### src/hdl/gaussian_5x5_smoothing_top_macros.svh
// assertion macros for the gaussian 5x5 smoothing block
`ifndef GAUSSIAN_5X5_SMOOTHING_TOP_MACROS_SVH
`define GAUSSIAN_5X5_SMOOTHING_TOP_MACROS_SVH

// same-cycle implication, checked at every rising clock edge out of reset
`define GS5_ASSERT_IMP(lbl, ante, cons, msg) \
	lbl: assert property (@(posedge clk) disable iff (!arst_n) (ante) |-> (cons)) \
		else $error(msg);

// next-cycle implication
`define GS5_ASSERT_NXT(lbl, ante, cons, msg) \
	lbl: assert property (@(posedge clk) disable iff (!arst_n) (ante) |=> (cons)) \
		else $error(msg);

`endif

### src/hdl/gs5_pkg.sv
// shared types and constants of the gaussian 5x5 smoothing block
`default_nettype none

package gs5_pkg;

	localparam int PORT_PIX_W     = 16;
	localparam int LEN_REG_W      = 12;
	localparam int CNT_REG_W      = 16;
	localparam int ROW_W          = CNT_REG_W + 1;
	localparam int CFG_IDX_W      = 2;
	localparam int CFG_DATA_W     = 16;

	localparam int DEF_MAX_LINE   = 2048;
	localparam int DEF_PIXEL_BITS = 16;
	localparam int LEN_RESET      = 640;
	localparam int CNT_RESET      = 480;

	localparam int LANES          = 4;
	localparam int LANE_W         = 2;
	localparam int WIN            = 5;

	localparam int KERNEL_SUM     = 273;
	localparam int ROUND_BIAS     = 136;
	localparam int KW_4           = 4;
	localparam int KW_7           = 7;
	localparam int KW_16          = 16;
	localparam int KW_26          = 26;
	localparam int KW_41          = 41;

	localparam int OUT_DEPTH      = 16;

	typedef enum logic [CFG_IDX_W-1:0] {
		REG_LINE_LENGTH = 2'd0,
		REG_LINE_COUNT  = 2'd1
	} gs5_reg_t;

	typedef struct packed {
		logic emit;
		logic inner;
		logic last;
	} gs5_tag_t;

endpackage

`default_nettype wire

### src/hdl/gs5_window.sv
// 5x5 window registers and coefficient group sums
`default_nettype none

module gs5_window import gs5_pkg::*; #(
	parameter int PIX_W = DEF_PIXEL_BITS,
	localparam int G2   = PIX_W + 2,
	localparam int G3   = PIX_W + 3
) (
	input  logic                        clk,
	input  logic                        arst_n,
	input  logic                        shift,
	input  logic [LANE_W-1:0]           lane,
	input  logic [PIX_W-1:0]            pix,
	input  logic [LANES-1:0][PIX_W-1:0] col_data,
	input  gs5_tag_t                    tag_i,
	output logic                        valid_s3,
	output gs5_tag_t                    tag_s3,
	output logic [G2-1:0]               g1_s3,
	output logic [G3-1:0]               g4_s3,
	output logic [G2-1:0]               g7_s3,
	output logic [G2-1:0]               g16_s3,
	output logic [G2-1:0]               g26_s3,
	output logic [PIX_W-1:0]            center_s3
);

	logic [PIX_W-1:0] win_q [WIN][WIN];
	logic             valid_s2;
	gs5_tag_t         tag_s2;
	logic [G2-1:0]    g1;
	logic [G3-1:0]    g4;
	logic [G2-1:0]    g7;
	logic [G2-1:0]    g16;
	logic [G2-1:0]    g26;

	// shift left, new column from the line store, newest pixel bottom right
	always_ff @(posedge clk) begin
		if (shift) begin
			for (int k = 0; k < WIN; k++) begin
				for (int j = 0; j < WIN - 1; j++) begin
					win_q[k][j] <= win_q[k][j+1];
				end
			end
			for (int k = 0; k < LANES; k++) begin
				win_q[k][WIN-1] <= col_data[lane + LANE_W'(k)];
			end
			win_q[WIN-1][WIN-1] <= pix;
		end
	end

	always_ff @(posedge clk or negedge arst_n) begin
		if (!arst_n) begin
			valid_s2 <= 1'b0;
			valid_s3 <= 1'b0;
		end else begin
			valid_s2 <= shift & tag_i.emit;
			valid_s3 <= valid_s2;
		end
	end

	always_comb begin
		g1  = G2'(win_q[0][0]) + G2'(win_q[0][4]) + G2'(win_q[4][0]) + G2'(win_q[4][4]);
		g4  = G3'(win_q[0][1]) + G3'(win_q[0][3]) + G3'(win_q[1][0]) + G3'(win_q[1][4])
		    + G3'(win_q[3][0]) + G3'(win_q[3][4]) + G3'(win_q[4][1]) + G3'(win_q[4][3]);
		g7  = G2'(win_q[0][2]) + G2'(win_q[2][0]) + G2'(win_q[2][4]) + G2'(win_q[4][2]);
		g16 = G2'(win_q[1][1]) + G2'(win_q[1][3]) + G2'(win_q[3][1]) + G2'(win_q[3][3]);
		g26 = G2'(win_q[1][2]) + G2'(win_q[2][1]) + G2'(win_q[2][3]) + G2'(win_q[3][2]);
	end

	always_ff @(posedge clk) begin
		tag_s2    <= tag_i;
		tag_s3    <= tag_s2;
		g1_s3     <= g1;
		g4_s3     <= g4;
		g7_s3     <= g7;
		g16_s3    <= g16;
		g26_s3    <= g26;
		center_s3 <= win_q[2][2];
	end

endmodule

`default_nettype wire

### config.mk
export PLATFORM = sky130hd
export DESIGN_NAME = gs5_window
export DESIGN_NICKNAME = d
export VERILOG_FILES = /design/src/hdl/gaussian_5x5_smoothing_top_macros.svh /design/src/hdl/gs5_pkg.sv /design/src/hdl/gs5_window.sv
export SDC_FILE = /design/constraint.sdc
export NUM_CORES = 1
export LEC_CHECK = 0
export BUFFER_PORTS_ARGS = -buffer_cell sky130_fd_sc_hd__buf_2
export CAP_MARGIN = 40
export CORE_MARGIN = 2
export CORE_UTILIZATION = 40
export DETAILED_ROUTE_END_ITERATION = 7
export MAX_ROUTING_LAYER = met4
export PLACE_DENSITY = 0.58
export SETUP_SLACK_MARGIN = 0.3
export SLEW_MARGIN = 20
export SYNTH_ARGS = -nofsm -noshare
export SYNTH_HDL_FRONTEND = slang
export SYNTH_SLANG_ARGS = --single-unit
### constraint.sdc
create_clock -name clk -period 8.18 [get_ports clk]
set_input_delay 0.409 -clock clk [delete_from_list [all_inputs] [get_ports clk]]
set_output_delay 0.409 -clock clk [all_outputs]
set_load 0.05 [all_outputs]
Yosys cells after proc, flatten, opt, wreduce, memory -nomap -nowiden:

Memory sizes are Yosys's and may differ from the RTL's.
Index checks and enable logic that the tools add are counted.

* add/sub/neg operators: 22
* $lt $le $gt $ge: 4
* muxes and demuxes: 10
* bitwise gates (word level): 1

Operators by type and width (number)
* 16-bit binary-select mux with 2-bit select: 4
* 17-bit by 16-bit adder with 18-bit output: 5
* 16-bit by 16-bit adder with 17-bit output: 5
* 19-bit by 16-bit adder with 19-bit output: 4
* 18-bit by 16-bit adder with 18-bit output: 4
* 16-bit two-way mux: 4
* 18-bit by 16-bit adder with 19-bit output: 1
* 2-bit by 3-bit less-than comparator with 1-bit output, second input constant: 4
* 2-bit adder, second input constant: 2
* 2-bit by 1-bit adder with 2-bit output, second input constant: 1
* 1-bit two-way mux: 2
* 1-bit bitwise AND: 1

* register bits: 115
* bits in writable memories: 400
* input bits: 88
* output and inout bits: 111
* word-level logic and storage cells: 52
* memories kept: 1

Memories
* win_q: words 5, width 80, rd ports 5, clocked after memory_dff 0, write ports 5, RTL line gs5_window.sv:26 `logic [PIX_W-1:0] win_q [WIN][WIN];`

Longest topological paths before layout:

Gate-level depths: netlist (run 1).
An unclocked memory read counts as a cell.

* depth in word-level cells: 8
* mapped depth: 16
* gate-level depth less buffers: 16

Least setup slack after synthesis (run 1):

No wires, ideal clock.

* kind: reg2reg
* start: mem win_q[0][146] in the netlist's numbering
* end: reg g4_s3[14]
* setup time: 0.072 ns
* arrival: 4.133 ns
* data required time: 8.108 ns
* slack: 3.975 ns
* stages on the path, launching flop included: 17
* path buffers: 0
* period minus slack after synthesis: 4.205 ns
* cells stage by stage: edfxtp_1 > inv_1 > fa_1 > inv_1 > fa_1 > fa_1 > inv_1 > fa_1 > inv_1 > ha_1 > fa_1 > a21o_1 > and4_1 > o21ai_0 > o21ai_0 > a21oi_1 > xnor2_1

RTL lines
* start: declaration: RTL line gs5_window.sv:26
* end signal: assignment: RTL line gs5_window.sv:73 `g4_s3 <= g4;`
* end: declaration: RTL line gs5_window.sv:19 `output logic [G3-1:0] g4_s3,`

==> reports/results.tsv, run 1 <==
metric	value	unit
wl	54650	µm
synthArstFlopShare	0.3883	%
final_cell_area	28960	µm²
fin_crit_sh	58.51	%
io_buffer_count	198	
first_pass_iters	5	
gp_congestion	0.8857	
status	completed	
synth-edff-count	400	
p_switching	0.004388	W
grt_pass1_wl	83060	µm
nNetsFinal	2170	
boundaryPins	199	
path_clk_slew	0.06	ns
start_kind	flip-flop	
synth_flop_cell	edfxtp_1	
crit_chain	inv_1 -> fa_1 -> inv_1 -> fa_1 -> fa_1 -> inv_1 -> fa_1 -> inv_1 -> ha_1 -> fa_1 -> a21o_1 -> and4_1 -> o21ai_0 -> o21ai_0 -> a21oi_1 -> xnor2_1	
areaGrowthSynthToFinish	17.52	%
slew_headroom	32.40	%
slowest_delay	0.55	ns
yosysUniqueCellTypes	52	
worstPathArrival	5.32	ns
post-dp-hpwl	41760	µm
skew	0.02481	ns
ff_latch_area	14320	µm²
place_ws	3.441	ns
fin_cells	2605	
postLayoutSetupSlackWorst	3.394	ns
end_kind	flip-flop	
cap_violations	0	
die_h	252.2	µm
vias_per_cell	5.013	
drt-initial-drc-count	1017	
via_count	13060	
power.density	385.6	nW/µm²
cts_max_level	2	
die_x	252.2	µm
grt_overflow	0	
seqPwrFrac	31.4	%
die_area	63610	µm²
comb_power_share	43.5	%
multi_input_area	9442	µm²
rsz0062_at_grt	no	
synth.avg_cell_area	16.38	µm²
drtAntennaViolNets	0	
cts_tree	built	
dpl.cell_count	2474	
irDropWorstVdd	220.3	µV
clock_path_buffers	3	
synth_seq_area_share	58.13	%
p_sw_share	39.29	%
hold_violations	0	
syn-instance-count	1504	
p_leak	11.65	nW
worstMarginPinSlew	1.014	ns
post_cts_buffers	0	
clkSinkCount	515	
period_needed	4.786	ns
start_util	40.68	%
hold_slack	0.09846	ns
post-route-drc-count	0	
synth-seq-cells	515	
cts-root-buf	clkbuf_16	
wl_per_cell	20.98	µm
rows	90	
timing.fmax	0.2089	GHz
critPathRequiredTime	8.72	ns
post_cts_resized	0	
worstPathMaxFanout	3	
setup_viol	0	
hp-class	input pin to async pin	
rr_worst_depth	16	
worst_path_max_delay_cell	fa_1	
cp_common_cell	fa_1	
nFillCells	5240	
fin_tns_setup	0	ns
intPower	0.006779	W
cts_made_buffers	57	
drv_slew	0	
place_area	26640	µm²
path_class	flip-flop to flip-flop	
p_clk_share	25.1	%
syn_area	24640	µm²
synth_nets	1902	
grt_pass1_vias	13840	
drive_gt1_share	20.54	%
grt_max_degree	169	
antenna_found_initial	2	
core	60580	µm²
clkLatencyLatePin	0.62	ns
yosys_warnings	0	
track_usage	18.25	%
-- cells in the mapped netlist, drive strengths merged, types with 2 or more instances --
master	number	area, µm²
nor2b	12	75.07
o31a	4	43.80
o21ai	33	165.2
and2	3	18.77
nand3	16	80.08
or3	2	12.51
dfrtp	2	50.05
mux4	64	1441
fa	223	4464
nand4	11	68.82
o22ai	2	12.51
o221ai	2	17.52
inv	213	799.5
ha	87	1089
nand2	28	105.1
and4	3	26.28
a21boi	7	52.55
a31oi	4	25.02
a311oi	2	17.52
clkbuf	2	7.510
dfxtp	113	2262
o21a	10	75.07
a21o	34	255.2
a211oi	9	67.56
xnor2	40	350.3
xor2	19	166.4
o211ai	4	30.03
buf	14	70.07
or2	2	12.51
o21bai	8	63.81
a21oi	63	326.6
o31ai	5	42.54
edfxtp	400	12010
and3	4	25.02
nor3	9	45.04
nor2	31	116.4
nand2b	8	50.05
a211o	2	17.52
-- cell families after synthesis --
group                      after synthesis  share of synthesized area [%]
AOI/OAI and AO/OA                      196                          5.184
xor gates and xnor gates                59                          2.097
adders and majority gates              310                          22.53
buffers and inverters                  229                          3.559
DFF                                    515                          58.13
muxes                                   64                          5.849
and+or+nand+nor                        131                          2.650
-- critical path: cells and delay by family, from the launching register on --
| family | cells | cell delay [ns] |
|---|---|---|
| AO/OA/AOI/OAI | 4 | 1.11 |
| XOR/XNOR | 1 | 0.13 |
| adder cells (fa/ha/maj) | 6 | 2.70 |
| buffers and inverters | 4 | 0.21 |
| flip-flops | 1 | 0.36 |
| AND/OR/NAND/NOR | 1 | 0.21 |
-- routing by layer --
| metal | part of all wire (%) | track usage [%] |
|---|---|---|
| met5 | 0 | - |
| met4 | 3.0 | 5.985 |
| met3 | 5.7 | 2.770 |
| met2 | 51 | 30.67 |
| met1 | 40 | 22.78 |
-- flip-flops by register name, summed over array words and instances, names as in the netlist --
name,flops
center_s3,16
tag_s3,3
g4_s3,19
tag_s2,3
g1_s3,18
valid_s3,1
g7_s3,18
win_q,400
g16_s3,18
g26_s3,18
valid_s2,1
-- cells in the final DEF, fill, tap and decap left out, types with 4 or more instances in the layout --
cell,count
o211ai_1,4
dlygate4sd3_1,20
nand2_1,28
o21bai_1,7
o31ai_1,4
clkinv_4,4
buf_12,4
clkbuf_1,8
nand2b_1,8
a31oi_1,4
clkinvlp_4,5
nor2_1,31
a21oi_1,62
mux4_2,64
clkinv_2,9
xor2_1,19
fa_1,223
o21a_1,10
clkbuf_16,59
edfxtp_1,400
a211oi_1,9
dfxtp_1,113
clkbuf_8,7
o21ai_0,32
and3_1,4
buf_4,4
nor3_1,9
nor2b_1,12
a21boi_0,7
bufinv_16,10
ha_1,87
nand3_1,16
inv_1,213
xnor2_1,40
buf_2,195
a21o_1,34
nand4_1,11
-- power groups by stage --
stage               clock network, W  logic (W)  registers, W
floorplan                          0    0.00273       0.00434
global placement                   0    0.00483       0.00357
detailed placement                 0    0.00488       0.00358
CTS                          0.00288    0.00492       0.00353
global route                 0.00298    0.00543       0.00355
finish                       0.00280    0.00486       0.00351
-- cell type report --
| cell class | instances | share of cell area, % |
|---|---|---|
| sequential | 515 | 49.46 |
| clock buffer | 74 | 5.534 |
| timing repair buffer | 225 | 4.588 |
| tap | 782 | 3.379 |
| antenna | 2 | 0.01728 |
| inverter | 213 | 2.761 |
| clock inverter | 34 | 1.659 |
| multi-input combinational | 760 | 32.60 |
-- timing repair --
item,4_1_cts,5_1_grt
endpoints found under the setup margin,0,0
hold endpoints to repair,22,0
hold buffers,20,0
-- worst paths after layout --
kind                                    from            end  slack (ns)
worst max-delay path            win_q[0][18]      g4_s3[14]        3.39
worst min-delay path                  arst_n       valid_s2         0.1
worst max register to register  win_q[0][18]      g4_s3[14]        3.39
worst min register to register     tag_s2[0]      tag_s3[0]        0.33
max in group asynchronous             arst_n       valid_s3        7.99
min in group clk                col_data[45]  win_q[0][173]        0.22
-- through the flow --
stage                     total power, W  util, %
final                            0.01117    47.80
after global routing             0.01197    47.79
after CTS                        0.01133    47.75
after detailed placement        0.008458    43.98
after global placement          0.008405    43.88
after floorplan                 0.007067        -
(Power assumes the default switching activity.)
==> inputs of run 2 (changes only) <==
--- a/config.mk
+++ b/config.mk
@@ -5,13 +5,14 @@
 export SDC_FILE = /design/constraint.sdc
 export NUM_CORES = 1
 export LEC_CHECK = 0
+export ABC_AREA = 1
 export BUFFER_PORTS_ARGS = -buffer_cell sky130_fd_sc_hd__buf_2
 export CAP_MARGIN = 40
 export CORE_MARGIN = 2
 export CORE_UTILIZATION = 40
 export DETAILED_ROUTE_END_ITERATION = 7
 export MAX_ROUTING_LAYER = met4
-export PLACE_DENSITY = 0.58
+export PLACE_DENSITY = 0.6
 export SETUP_SLACK_MARGIN = 0.3
 export SLEW_MARGIN = 20
 export SYNTH_ARGS = -nofsm -noshare
==> constraint.sdc (replaced) <==
create_clock -name clk -period 4.18 [get_ports clk]
set_input_delay 0.209 -clock clk [delete_from_list [all_inputs] [get_ports clk]]
set_output_delay 0.209 -clock clk [all_outputs]
set_load 0.05 [all_outputs]
==> reports/results.tsv, run 2 <==
metric	value	unit	change
synth.avg_cell_area	11.56	µm²	-29%
yosysUniqueCellTypes	25		-52%
path_class	flip-flop to flip-flop		
synth_flop_cell	edfxtp_1		
grt_overflow	0		unchanged
final_cell_area	29960	µm²	+3.5%
synthArstFlopShare	0.3883	%	unchanged
clkLatencyLatePin	0.62	ns	about the same
slowest_delay	0.55	ns	about the same
largest_register_ffs	400		unchanged
grt_pass1_vias	15970		+15%
cts_max_level	2		unchanged
power.density	771.6	nW/µm²	+100%
regMostFlops	win_q		
nFillCells	5874		+12%
postLayoutSetupSlackWorst	0.3395	ns	-3.054 ns
syn_area	25770	µm²	+4.6%
end_kind	flip-flop		
ff_latch_area	14320	µm²	unchanged
drt-initial-drc-count	1104		+8.6%
period_needed	3.841	ns	-0.9457 ns
multi_input_area	9698	µm²	+2.7%
via_count	15660		+20%
synth_nets	2628		+38%
drv_slew	0		unchanged
synth.top_cell.area_share	46.60	%	-2.1 points
skew	0.02737	ns	+0.002564 ns
p_leak	13.54	nW	+16%
grt_pass1_wl	92440	µm	+11%
vias_per_cell	4.615		-7.9%
irDropWorstVdd	420.5	µV	+91%
mostFrequentLayoutCell	nand2_1		
worstMarginPinSlew	0.8133	ns	-0.2007 ns
p_switching	0.01015	W	+130%
intPower	0.01297	W	+91%
wl_per_cell	17.74	µm	-15%
dpl.cell_count	3266		+32%
die_x	257.8	µm	+2.2%
syn-instance-count	2230		+48%
worstPathMaxFanout	3		unchanged
reg_top3	win_q x400, g4_s3 x19		
fin_tns_setup	0	ns	unchanged
cts_made_buffers	56		-1.8%
nNetsFinal	2890		+33%
fin_crit_sh	91.88	%	+33 points
yosys_warnings	0		unchanged
timing.fmax	0.2604	GHz	+25%
start_util	40.20	%	-0.47 points
layout_common_cells	508 x nand2_1, 464 x inv_1, 400 x edfxtp_1		
hold_violations	0		unchanged
synth-seq-cells	515		unchanged
worst_path_max_delay_cell	fa_1		
clock_path_buffers	3		unchanged
setup_viol	0		unchanged
antenna_found_initial	0		-2
hp-class	input pin to flip-flop		
place_area	27860	µm²	+4.5%
synth_most_common_cell	nand2_1		
p_clk_share	20.6	%	-4.5 points
path_clk_slew	0.06	ns	about the same
synthTopCellsByCount	514 x nand2_1, 467 x inv_1, 400 x edfxtp_1		
critPathBufInv	4		unchanged
drtAntennaViolNets	0		unchanged
slew_headroom	45.78	%	+13 points
die_area	66480	µm²	+4.5%
cap_violations	0		unchanged
grt_max_degree	102		-40%
hold_slack	0.05399	ns	-0.04447 ns
post-dp-hpwl	47530	µm	+14%
synth-edff-count	400		unchanged
p_sw_share	43.92	%	+4.6 points
wl	60190	µm	+10%
gp_congestion	0.9030		+2.0%
synthTopCellsByArea	edfxtp_1 47%, fa_1 17%, dfxtp_1 8.8%, nand2_1 7.5%, inv_1 6.8%		
clkSinkCount	515		unchanged
worstPathArrival	4.34	ns	-0.98 ns
critical_path.top_delay_family	adder cells		
synth_top_area_cell	edfxtp_1		
critPathRequiredTime	4.68	ns	-4.04 ns
comb_power_share	49.8	%	+6.3 points
die_h	257.8	µm	+2.2%
synth_seq_area_share	55.57	%	-2.6 points
seqPwrFrac	29.6	%	-1.8 points
antennaDiodeCount	0		-2
status	completed		
fin_cells	3393		+30%
areaGrowthSynthToFinish	16.24	%	
crit_chain	inv_2 -> fa_1 -> inv_2 -> fa_1 -> fa_1 -> inv_1 -> fa_1 -> inv_2 -> ha_4 -> fa_2 -> nand2_2 -> nand2_4 -> nand3b_1 -> nand2_2 -> nand2_1 -> nand2_1 -> nand2_1 -> nand2_1		
place_ws	0.08401	ns	-3.357 ns
rsz0062_at_grt	yes		
cts_tree	built		
drive_gt1_share	12.81	%	-7.7 points
start_kind	flip-flop		
post-route-drc-count	0		unchanged
io_buffer_count	198		unchanged
boundaryPins	199		unchanged
track_usage	18.98	%	+0.73 points
first_pass_iters	5		unchanged
core	64120	µm²	+5.8%
rows	93		+3.3%
cts-root-buf	clkbuf_16		
-- run 2: cell types whose count changed after synthesis, moves of 12 or more --
| cell | previous run | this run |
|---|---|---|
| a21o_1 | 34 | 0 |
| inv_1 | 213 | 467 |
| mux4_2 | 64 | 0 |
| nand2_1 | 28 | 514 |
| nand3_1 | 16 | 61 |
| nor2_1 | 31 | 86 |
| nor2b_1 | 12 | 0 |
| o21ai_0 | 32 | 91 |
| xnor2_1 | 40 | 9 |
-- run 2: worst reg2reg max path, delay by kind of cell (launching register included) --
family	cells	cell delay (ns)
adders and majority gates	6	2.58
buffers and inverters	4	0.20
and+or+nand+nor	8	0.60
DFF	1	0.35
-- run 2: final cells by class --
type / instances / area share, %
clock buffers: 73 / 5.128
clock inverters: 31 / 0.7225
inverters: 467 / 5.851
multi-input cells: 1221 / 32.37
flip-flops and latches: 515 / 47.81
well taps: 855 / 3.571
repair buffers: 231 / 4.552
-- run 2: logic make-up (layout without fill, tap and decap cells) --
logic type	count (synthesis)	after routing	synth area share [%]
compound gates	172	172	3.388
buf+inv	494	802	7.286
flops	515	515	55.57
xor+xnor	36	36	1.296
simple gates	703	703	10.91
fa+ha+maj	310	310	21.54
-- run 2: per-layer routing --
layer	wire, µm	global-route usage, %	part of all wire [%]
met1	25570	23.90	42
met2	30410	31.99	51
met3	2774	2.856	4.6
met4	1438	5.299	2.4
met5	0	-	0
-- run 2: timing repair --
action                                 CTS  global route
pin swaps                                2             5
endpoints found under the hold margin   23             0
setup endpoints to repair                7            11
gates resized for setup                  5            22
setup buffers                            1             0
hold buffers                            22             0
-- run 2: path summary, 6_finish.rpt --
| check | start | end | slack [ns] | depth (start not counted) |
|---|---|---|---|---|
| max | win_q[0][18] | g4_s3[16] | 0.34 | 18 |
| min | col_data[1] | win_q[0][1] | 0.05 | 3 |
| max reg2reg | win_q[0][18] | g4_s3[16] | 0.34 | 18 |
| min reg2reg | tag_s2[1] | tag_s3[1] | 0.32 | 0 |
| max in group asynchronous | arst_n | valid_s3 | 3.61 | 3 |
| min in group asynchronous | arst_n | valid_s2 | 0.44 | 3 |
-- run 2: power by group through the flow --
| stage | Sequential [W] | Clock [W] | Combinational (W) |
|---|---|---|---|
| final | 0.00685 | 0.00475 | 0.0115 |
| after global routing | 0.00696 | 0.00506 | 0.0129 |
| after CTS | 0.00688 | 0.00487 | 0.0113 |
| after detailed placement | 0.00698 | 0 | 0.0112 |
| after global placement | 0.00697 | 0 | 0.0111 |
| after floorplan | 0.00850 | 0 | 0.00625 |
-- run 2: stage by stage --
step,total power (W),util (%)
after floorplan,0.01475,-
after global placement,0.01806,43.40
after detailed placement,0.01813,43.45
after CTS,0.02305,46.55
final,0.02312,46.73
after global routing,0.02493,46.73
==> inputs of run 3 (changes only) <==
--- a/config.mk
+++ b/config.mk
@@ -5,7 +5,6 @@
 export SDC_FILE = /design/constraint.sdc
 export NUM_CORES = 1
 export LEC_CHECK = 0
-export ABC_AREA = 1
 export BUFFER_PORTS_ARGS = -buffer_cell sky130_fd_sc_hd__buf_2
 export CAP_MARGIN = 40
 export CORE_MARGIN = 2
==> reports/results.tsv, run 3 (synthesis results as in run 1) <==
metric	value	unit	change
fin_tns_setup	0	ns	unchanged
grt_pass1_wl	83790	µm	-9.4%
mostFrequentLayoutCell	edfxtp_1		
grt_overflow	0		unchanged
hp-class	input pin to flip-flop		
clkSinkCount	515		unchanged
via_count	13330		-15%
die_h	252.2	µm	-2.2%
gp_congestion	0.8641		-4.3%
worstPathArrival	4.61	ns	+0.27 ns
timing.fmax	0.2459	GHz	-5.6%
die_area	63610	µm²	-4.3%
die_x	252.2	µm	-2.2%
drive_gt1_share	21.97	%	+9.2 points
slew_headroom	38.69	%	-7.1 points
cp_common_cell	fa_1		
irDropWorstVdd	555.6	µV	+32%
cts_max_level	2		unchanged
status	completed		
cap_violations	0		unchanged
power.density	776.5	nW/µm²	+0.64%
antenna_found_initial	3		+3
first_pass_iters	4		-1
hold_violations	0		unchanged
r2r_start	win_q[0][146]		
hp-start	col_data[45]		
cts_made_buffers	55		-1.8%
path_clk_slew	0.06	ns	about the same
post-dp-hpwl	42260	µm	-11%
slowest_delay	0.53	ns	-0.02 ns
start_util	40.68	%	+0.47 points
period_needed	4.067	ns	+0.2267 ns
drt-initial-drc-count	971		-12%
p_leak	11.81	nW	-13%
track_usage	18.30	%	-0.68 points
boundaryPins	199		unchanged
wl	55720	µm	-7.4%
path_class	flip-flop to flip-flop		
layout_common_cells	400 x edfxtp_1, 222 x fa_1, 208 x inv_1		
worstPathMaxFanout	3		unchanged
clock_path_buffers	3		unchanged
fin_crit_sh	97.30	%	+5.4 points
cts_tree	built		
io_buffer_count	198		unchanged
worst_path_max_delay_cell	fa_1		
reg_top3	win_q x400, g4_s3 x19		
drv_slew	0		unchanged
core	60580	µm²	-5.5%
crit_chain	inv_2 -> fa_1 -> inv_1 -> fa_1 -> fa_1 -> inv_1 -> fa_1 -> inv_2 -> ha_4 -> fa_2 -> a21o_1 -> and4_4 -> o21ai_4 -> o21ai_4 -> a21oi_2 -> xnor2_1		
post-route-drc-count	0		unchanged
vias_per_cell	5.039		+9.2%
worstMarginPinSlew	0.9197	ns	+0.1064 ns
skew	0.02624	ns	-0.001133 ns
areaGrowthSynthToFinish	19.23	%	
worst_setup_path_startpoint	win_q[0][146]		
setup_viol	0		unchanged
grt_pass1_vias	13860		-13%
drtAntennaViolNets	0		unchanged
nNetsFinal	2214		-23%
cts-root-buf	clkbuf_16		
largest_register_ffs	400		unchanged
final_util	48.50	%	+1.8 points
clkLatencyLatePin	0.63	ns	about the same
start_kind	flip-flop		
grt_max_degree	112		+9.8%
regMostFlops	win_q		
end_kind	flip-flop		
rows	90		-3.2%
critPathRequiredTime	4.73	ns	+0.05 ns
rsz0062_at_grt	yes		
wl_per_cell	21.06	µm	+19%
## run 3: what timing repair did
item / 4_1_cts / 5_1_grt
endpoints found under the hold margin: 39 / 0
setup endpoints to repair: 11 / 12
buffers inserted: 4 / 5
hold buffers: 44 / 0
pin swaps: 12 / 12
resized for setup: 17 / 14
## run 3: layout make-up
cell class	count	area, µm²
Inverter	213	799.5
Multi-Input combinational cell	760	9578
Antenna cell	2	5.005
Sequential cell	515	14320
Clock buffer	70	1463
Fill cell	5193	31200
Tap cell	782	978.4
Clock inverter	33	520.5
Timing Repair Buffer	271	1714
## run 3: critical path: cells and delay by family (launching register included)
| kind | cells | cell delay (ns) |
|---|---|---|
| buffers and inverters | 4 | 0.19 |
| xor gates and xnor gates | 1 | 0.13 |
| adders and majority gates | 6 | 2.50 |
| DFF | 1 | 0.35 |
| and+or+nand+nor | 1 | 0.19 |
| AOI/OAI and AO/OA | 4 | 0.63 |
## run 3: final timing paths
check	endpoint	slack, ns	cells past startpoint
hold reg to reg	tag_s3[0]	0.33	0
min in group asynchronous	valid_s3	0.44	3
setup reg to reg	g4_s3[14]	0.11	16
hold / removal	win_q[0][253]	0.03	2
setup / recovery	g4_s3[14]	0.11	16
max in group asynchronous	valid_s2	3.62	3
## run 3: stage by stage
| stage | worst slack (ns) | instances | instance area, µm² | hold WS, ns | power (W) |
|---|---|---|---|---|---|
| 6_report | 0.1127 | 2646 | 29380 | 0.03042 | 0.02282 |
| 5_1_grt | -0.02557 | 2646 | 29380 | 0.01494 | 0.02427 |
| 4_1_cts | 0.03329 | 2639 | 29290 | 0.001167 | 0.02266 |
| 3_5_place_dp | 0.01602 | 2488 | 26760 | -0.001511 | 0.01678 |
| 3_3_place_gp | 0.07821 | 2486 | 26720 | -0.006177 | 0.01661 |
| 2_1_floorplan | 0.2899 | 1504 | 24650 | -0.08659 | 0.01389 |
## run 3: power by group
part	total (W)	internal, W	leakage [nW]	switching, W
Combinational	0.0106	0.00406	5.96	0.00654
Clock	0.00535	0.00324	0.958	0.00211
Sequential	0.00686	0.00648	4.89	0.000387
Total	0.0228	0.0138	11.8	0.00904
## run 3: routing by layer
layer / up-vias / track usage, % / wire, µm
met5: - / - / 0
met4: 0 / 5.444 / 1450
met3: 85 / 2.688 / 2719
met2: 382 / 30.98 / 28850
met1: 6881 / 22.93 / 22700
li1: 5986 / - / -
